## config.mk

```make
export PLATFORM = sky130hd
export DESIGN_NAME = argb1555_pixel_compositor
export DESIGN_NICKNAME = d
export VERILOG_FILES = /design/src/hdl/argb_comp_pkg.sv /design/src/hdl/argb1555_pixel_compositor.sv /design/src/hdl/argb_comp_cfg.sv /design/src/hdl/argb_comp_core.sv
export SDC_FILE = /design/constraint.sdc
export NUM_CORES = 1
export LEC_CHECK = 0
export BUFFER_PORTS_ARGS = -buffer_cell sky130_fd_sc_hd__buf_2
export CORE_MARGIN = 3
export CORE_UTILIZATION = 45
export CTS_CLUSTER_DIAMETER = 100
export DETAILED_ROUTE_END_ITERATION = 12
export GPL_ROUTABILITY_DRIVEN = 0
export GPL_TIMING_DRIVEN = 0
export PLACE_DENSITY_LB_ADDON = 0.2
export SLEW_MARGIN = 20
export SYNTH_ARGS = -nofsm -noshare
export SYNTH_HDL_FRONTEND = slang
export SYNTH_SLANG_ARGS = --single-unit
```

## constraint.sdc

```tcl
create_clock -name clk_i -period 7.28 [get_ports clk_i]
set_clock_uncertainty 0.05 [all_clocks]
set_input_delay 1.092 -clock clk_i [delete_from_list [all_inputs] [get_ports clk_i]]
set_output_delay 1.092 -clock clk_i [all_outputs]
set_load 0.02 [all_outputs]
```

## src/hdl/argb_comp_pkg.sv

```systemverilog
// ----------------------------------------------------------------------------
// ARGB1555 compositor package
// Shared types, register codes, reset values and blend widths.
// ----------------------------------------------------------------------------
`default_nettype none

package argb_comp_pkg;

  localparam int unsigned PixW   = 16;
  localparam int unsigned AlphaW = 8;
  localparam int unsigned LowW   = 7;
  localparam int unsigned OpqW   = 8;
  localparam int unsigned CfgIdxW  = 2;
  localparam int unsigned CfgDataW = 8;

  // Packed red/blue and green words keep only the low bits that reach the output.
  localparam int unsigned RbW = 29;
  localparam int unsigned GW  = 18;
  localparam int unsigned FracBits = 8;
  localparam int unsigned RoundAdd = 128;

  typedef enum logic [1:0] {
    MODE_COPY  = 2'd0,
    MODE_KEY   = 2'd1,
    MODE_MASK  = 2'd2,
    MODE_BLEND = 2'd3
  } mode_e;

  typedef enum logic [CfgIdxW-1:0] {
    REG_MODE    = 2'd0,
    REG_LOW_THR = 2'd1,
    REG_OPQ_THR = 2'd2
  } reg_idx_e;

  localparam mode_e          ModeRst   = MODE_BLEND;
  localparam logic [LowW-1:0] LowThrRst = 7'd8;
  localparam logic [OpqW-1:0] OpqThrRst = 8'd128;

  typedef struct packed {
    mode_e           mode;
    logic [LowW-1:0] low_thr;
    logic [OpqW-1:0] opq_thr;
  } cfg_t;

  typedef struct packed {
    logic [AlphaW-1:0] alpha;
    logic [PixW-1:0]   dst_pixel;
    logic [PixW-1:0]   src_pixel;
  } in_item_t;

  typedef struct packed {
    logic            write_enable;
    logic [PixW-1:0] out_pixel;
  } out_item_t;

endpackage

`default_nettype wire

```

## src/hdl/argb1555_pixel_compositor.sv

```systemverilog
// ----------------------------------------------------------------------------
// ARGB1555 pixel compositor
// Composites a source pixel onto a destination pixel in one of four modes.
// Items pass through the input and result registers, which set the throughput.
// Throughput is one item per cycle unless m_axis_tready stalls the output.
// Reset clears both stages and loads mode blend, low threshold 8, opaque 128.
// ----------------------------------------------------------------------------
`default_nettype none

module argb1555_pixel_compositor (
  input  wire        clk_i,
  input  wire        rst_ni,
  input  wire        s_axis_tvalid,
  output logic       s_axis_tready,
  input  wire [39:0] s_axis_tdata,  // src_pixel[15:0], dst_pixel[31:16], alpha[39:32]
  output logic       m_axis_tvalid,
  input  wire        m_axis_tready,
  output logic [15:0] m_axis_tdata, // out_pixel[15:0]
  output logic       m_axis_tuser,  // write_enable[0]
  input  wire        cfg_we_i,
  input  wire [argb_comp_pkg::CfgIdxW-1:0]  cfg_idx_i,
  input  wire [argb_comp_pkg::CfgDataW-1:0] cfg_data_i
);

  argb_comp_pkg::cfg_t      cfg;
  argb_comp_pkg::in_item_t  in_q;
  argb_comp_pkg::out_item_t res, res_q;
  logic in_vld_q, out_vld_q;
  logic out_ready, in_ready;

  argb_comp_cfg u_cfg (
    .clk_i      (clk_i),
    .rst_ni     (rst_ni),
    .cfg_we_i   (cfg_we_i),
    .cfg_idx_i  (cfg_idx_i),
    .cfg_data_i (cfg_data_i),
    .cfg_o      (cfg)
  );

  argb_comp_core u_core (
    .cfg_i  (cfg),
    .item_i (in_q),
    .res_o  (res)
  );

  assign out_ready     = !out_vld_q || m_axis_tready;
  assign in_ready      = !in_vld_q || out_ready;
  assign s_axis_tready = in_ready;

  always_ff @(posedge clk_i or negedge rst_ni) begin
    if (!rst_ni) begin
      in_vld_q  <= 1'b0;
      out_vld_q <= 1'b0;
    end else begin
      if (in_ready) begin
        in_vld_q <= s_axis_tvalid;
      end
      if (out_ready) begin
        out_vld_q <= in_vld_q;
      end
    end
  end

  always_ff @(posedge clk_i) begin
    if (in_ready && s_axis_tvalid) begin
      in_q.src_pixel <= s_axis_tdata[15:0];
      in_q.dst_pixel <= s_axis_tdata[31:16];
      in_q.alpha     <= s_axis_tdata[39:32];
    end
    if (out_ready && in_vld_q) begin
      res_q <= res;
    end
  end

  assign m_axis_tvalid = out_vld_q;
  assign m_axis_tdata  = res_q.out_pixel;
  assign m_axis_tuser  = res_q.write_enable;

endmodule

`default_nettype wire

```

## src/hdl/argb_comp_cfg.sv

```systemverilog
// ----------------------------------------------------------------------------
// ARGB1555 compositor configuration registers
// Holds mode and thresholds, written through a plain write port.
// ----------------------------------------------------------------------------
`default_nettype none

module argb_comp_cfg (
  input  wire                                  clk_i,
  input  wire                                  rst_ni,
  input  wire                                  cfg_we_i,
  input  wire [argb_comp_pkg::CfgIdxW-1:0]     cfg_idx_i,
  input  wire [argb_comp_pkg::CfgDataW-1:0]    cfg_data_i,
  output argb_comp_pkg::cfg_t                  cfg_o
);

  argb_comp_pkg::cfg_t cfg_q, cfg_d;

  always_comb begin
    cfg_d = cfg_q;
    if (cfg_we_i) begin
      case (argb_comp_pkg::reg_idx_e'(cfg_idx_i))
        argb_comp_pkg::REG_MODE: begin
          cfg_d.mode = argb_comp_pkg::mode_e'(cfg_data_i[1:0]);
        end
        argb_comp_pkg::REG_LOW_THR: begin
          cfg_d.low_thr = cfg_data_i[argb_comp_pkg::LowW-1:0];
        end
        argb_comp_pkg::REG_OPQ_THR: begin
          cfg_d.opq_thr = cfg_data_i[argb_comp_pkg::OpqW-1:0];
        end
        default: begin
          cfg_d = cfg_q;
        end
      endcase
    end
  end

  always_ff @(posedge clk_i or negedge rst_ni) begin
    if (!rst_ni) begin
      cfg_q.mode    <= argb_comp_pkg::ModeRst;
      cfg_q.low_thr <= argb_comp_pkg::LowThrRst;
      cfg_q.opq_thr <= argb_comp_pkg::OpqThrRst;
    end else begin
      cfg_q <= cfg_d;
    end
  end

  assign cfg_o = cfg_q;

endmodule

`default_nettype wire

```

## src/hdl/argb_comp_core.sv

```systemverilog
// ----------------------------------------------------------------------------
// ARGB1555 compositor datapath
// Mode selection, threshold compares and the rounded alpha blend.
// ----------------------------------------------------------------------------
`default_nettype none

module argb_comp_core (
  input  wire argb_comp_pkg::cfg_t     cfg_i,
  input  wire argb_comp_pkg::in_item_t item_i,
  output argb_comp_pkg::out_item_t     res_o
);

  logic [argb_comp_pkg::PixW-1:0]   s, d;
  logic [argb_comp_pkg::AlphaW-1:0] a;
  logic [argb_comp_pkg::RbW-1:0]    s_rb, d_rb, rb_diff, rb_prod, rb_mix;
  logic [argb_comp_pkg::GW-1:0]     s_g, d_g, g_diff, g_prod, g_mix;
  logic [argb_comp_pkg::AlphaW-1:0] low_ext, blend_max;
  logic                             above_low, blend_ok, opaque;
  logic [argb_comp_pkg::PixW-1:0]   blend_px;

  assign s = item_i.src_pixel;
  assign d = item_i.dst_pixel;
  assign a = item_i.alpha;

  assign s_rb = {8'd0, s[14:10], 11'd0, s[4:0]};
  assign d_rb = {8'd0, d[14:10], 11'd0, d[4:0]};
  assign s_g  = {8'd0, s[9:5], 5'd0};
  assign d_g  = {8'd0, d[9:5], 5'd0};

  assign rb_diff = s_rb - d_rb;
  assign rb_prod = rb_diff * argb_comp_pkg::RbW'(a)
                 + argb_comp_pkg::RbW'(argb_comp_pkg::RoundAdd);
  assign rb_mix  = d_rb + (rb_prod >> argb_comp_pkg::FracBits);

  assign g_diff = s_g - d_g;
  assign g_prod = g_diff * argb_comp_pkg::GW'(a)
                + argb_comp_pkg::GW'(argb_comp_pkg::RoundAdd);
  assign g_mix  = d_g + (g_prod >> argb_comp_pkg::FracBits);

  assign blend_px = {1'b1, rb_mix[20:16], g_mix[9:5], rb_mix[4:0]};

  assign low_ext   = {1'b0, cfg_i.low_thr};
  assign blend_max = 8'd255 - low_ext;
  assign above_low = (a >= low_ext);
  assign blend_ok  = d[15] && (a <= blend_max);
  assign opaque    = (a >= cfg_i.opq_thr);

  always_comb begin
    res_o.out_pixel    = d;
    res_o.write_enable = 1'b0;
    case (cfg_i.mode)
      argb_comp_pkg::MODE_COPY: begin
        res_o.out_pixel    = s;
        res_o.write_enable = 1'b1;
      end
      argb_comp_pkg::MODE_KEY: begin
        if (s[15]) begin
          res_o.out_pixel    = s;
          res_o.write_enable = 1'b1;
        end
      end
      argb_comp_pkg::MODE_MASK: begin
        res_o.out_pixel    = (a[7] ? s : 16'd0) | 16'h8000;
        res_o.write_enable = 1'b1;
      end
      argb_comp_pkg::MODE_BLEND: begin
        if (above_low) begin
          if (blend_ok) begin
            res_o.out_pixel    = blend_px;
            res_o.write_enable = 1'b1;
          end else if (opaque) begin
            res_o.out_pixel    = s | 16'h8000;
            res_o.write_enable = 1'b1;
          end
        end
      end
      default: begin
        res_o.out_pixel    = d;
        res_o.write_enable = 1'b0;
      end
    endcase
  end

endmodule

`default_nettype wire
```

==> flow_summary.toml <==
[outcome]
outcome = "complete, but fails checks"
violations = "negative setup slack"

[sta]
fmax_mhz = 122
tns_ps = -3160
final-hold-violation-count = 0
setup_viol_count_final = 5
worst_slack_ps = -924
tightest_slew_ps = 1040
period_share = 1.13
drv_slew = 0
relSlewSlack = 0.308
period_needed_ps = 8200
rsz0062_at_grt = "true"

[place]
post-dp-hpwl_mm = 24.0
dpl_cell_area_mm2 = 0.0127
io_buffer_count = 73

[worst_setup_path]
worstSetupStartpointType = "flop"
end_kind = "flop"
r2r_start = "in_q[17]"
crit_family = "adder cells"
cp_data_required_time_ps = 7280
slowest_stage = "fa_1"
crit_start = "in_q[17]"
crit_path_max_incr_delay_ps = 540
arrival_ps = 8200
worst-path-buf-inv = 6
crit_fanout = 8
path_class = "flop to flop"

[cts]
cts_hold_buf = 0
cts_max_level = 3
clkSinkCount = 76
root_buffer = "clkbuf_16"
clkTransAtPathRegs_ps = 70
cts_tree = "yes"
cts_buffers = 9
clock_path_buffers = 2
clk_latency_ps = 350

[grt]
grt_pass1_wl_mm = 48.4
grt_usage = 0.215
antenna_found_initial = 0
grt_max_degree = 30
grt_remaining_overflow = 0
grt_pass1_vias = 9390

[logic_synthesis]
synth_flop_cell = "edfxtp_1"
yosysMostFrequentCell = "inv_1"
seq_area_frac_synth = 0.188
async_flop_share = 0.250
ys.warnings.count = 0
synthesis.nets = 1584
synth_common_cells = "288 x inv_1, 161 x fa_1, 123 x ha_1"
yosys_register_bits = 76
synth_cell_type_count = 63
syn_inst = 1245
synth_top_area_cell = "fa_1"
synth_area_per_cell_um2 = 9.37
synth_edf_count = 57
yosysTopAreaCellShare = 0.276
ys_top_cells_by_area = "fa_1 28%, edfxtp_1 15%, ha_1 13%, inv_1 9.3%, and2_1 4.6%"
syn_area_mm2 = 0.0117

[die]
ios = 74
dieHeight_um = 167
die_w_um = 167
design.core.area_mm2 = 0.0253
num_rows = 58
dieArea_mm2 = 0.0279
initial_core_util = 0.460

[worst_hold_path]
hp-start = "in_vld_q"
hp-class = "flop to flop"

[detailed_routing]
drc = 0
drt_iter0_drc = 602
drt_wl_total_mm = 29.7
drtPass1Iterations = 6
ant_nets = 0
wl_per_cell_um = 17.4
via_per_inst = 5.17
vias = 8838

[layout]
num-nets-final = 1712
fill_cells = 2291
final_layout_size_suffix_gt1_frac = 0.194
syn2layout_area_growth_pct = 17.5
antenna_cells = 0
final_area_mm2 = 0.0137

[job]
maxCapViolations = 0
worst register-to-register path: cells and delay by family, from the launching register on:
family / cells / cell delay (ps)
adder cells (fa/ha/maj): 8 / 3500
flip-flops: 1 / 500
XOR/XNOR: 2 / 310
buffers and inverters: 6 / 420
AO/OA/AOI/OAI: 8 / 1250
multiplexers: 1 / 290
AND/OR/NAND/NOR: 9 / 1590
final timing paths:
check                                   endpoint  slack, ps  cells past startpoint
worst min register to register     m_axis_tvalid        440                      1
max in group asynchronous        u_cfg.cfg_o[16]       6170                      1
worst max-delay path            m_axis_tdata[14]       -920                     34
worst min-delay path               m_axis_tvalid        440                      1
min in group asynchronous         u_cfg.cfg_o[3]        650                      1
worst max register to register  m_axis_tdata[14]       -920                     34
metrics by stage:
stage	worst slack (ps)	instances	utilization	hold WS, ps
5_1_grt	-1180	1708	0.541	475
6_report	-924	1708	0.541	439
3_3_place_gp	-1730	1648	0.500	410
3_5_place_dp	-1710	1649	0.501	435
4_1_cts	-784	1703	0.535	444
2_1_floorplan	-131	1245	-	399
layout make-up:
cell class | count | area (µm²) | area share
inverters | 288 | 1080 | 0.0789
plain buffers | 19 | 75.1 | 0.00548
well taps | 330 | 413 | 0.0301
repair buffers | 118 | 732 | 0.0534
clock buffers | 9 | 225 | 0.0164
clock inverters | 7 | 78.8 | 0.00575
flip-flops and latches | 76 | 2190 | 0.160
multi-input cells | 861 | 8900 | 0.650
logic make-up (layout without fill, tap and decap cells):
group | Yosys count | count (layout) | share of synthesized area
compound gates | 173 | 173 | 0.0973
xor+xnor | 52 | 52 | 0.0391
fa+ha+maj | 284 | 284 | 0.408
buf+inv | 308 | 441 | 0.0992
flops | 76 | 76 | 0.188
mux | 21 | 21 | 0.0202
simple gates | 331 | 331 | 0.148
state kept, by name, summed over array words and instances (netlist names):
name / count
in_q: 40
in_vld_q: 1
m_axis_tdata: 16
m_axis_tuser: 1
m_axis_tvalid: 1
u_cfg.cfg_o: 17
cell usage in the layout, fill, tap and decap left out, types with 38 or more instances in the layout:
cell,synthesis,layout
inv_1,288,276
and2_1,85,80
ha_1,123,109
nand2_1,88,85
buf_2,0,73
edfxtp_1,57,57
nor2_1,49,40
fa_1,161,152
a21oi_1,60,45
buf_4,0,38
repair_timing:
action                     in CTS  in global routing
pin swaps                      49                 29
resized for setup              59                 30
gates cloned                    1                  0
buffers inserted               38                  5
setup endpoints to repair       9                  8
per-layer routing:
layer  vias up  wire (µm)  global-route usage
li1       4232          -                   -
met1      4311      13500               0.301
met2       258      14500               0.368
met3        37       1270              0.0228
met4         0        518              0.0412
met5         -          0                   0
Power is not shown: default switching activity piles up to over one toggle a cycle in this logic, so the estimate is an artifact.
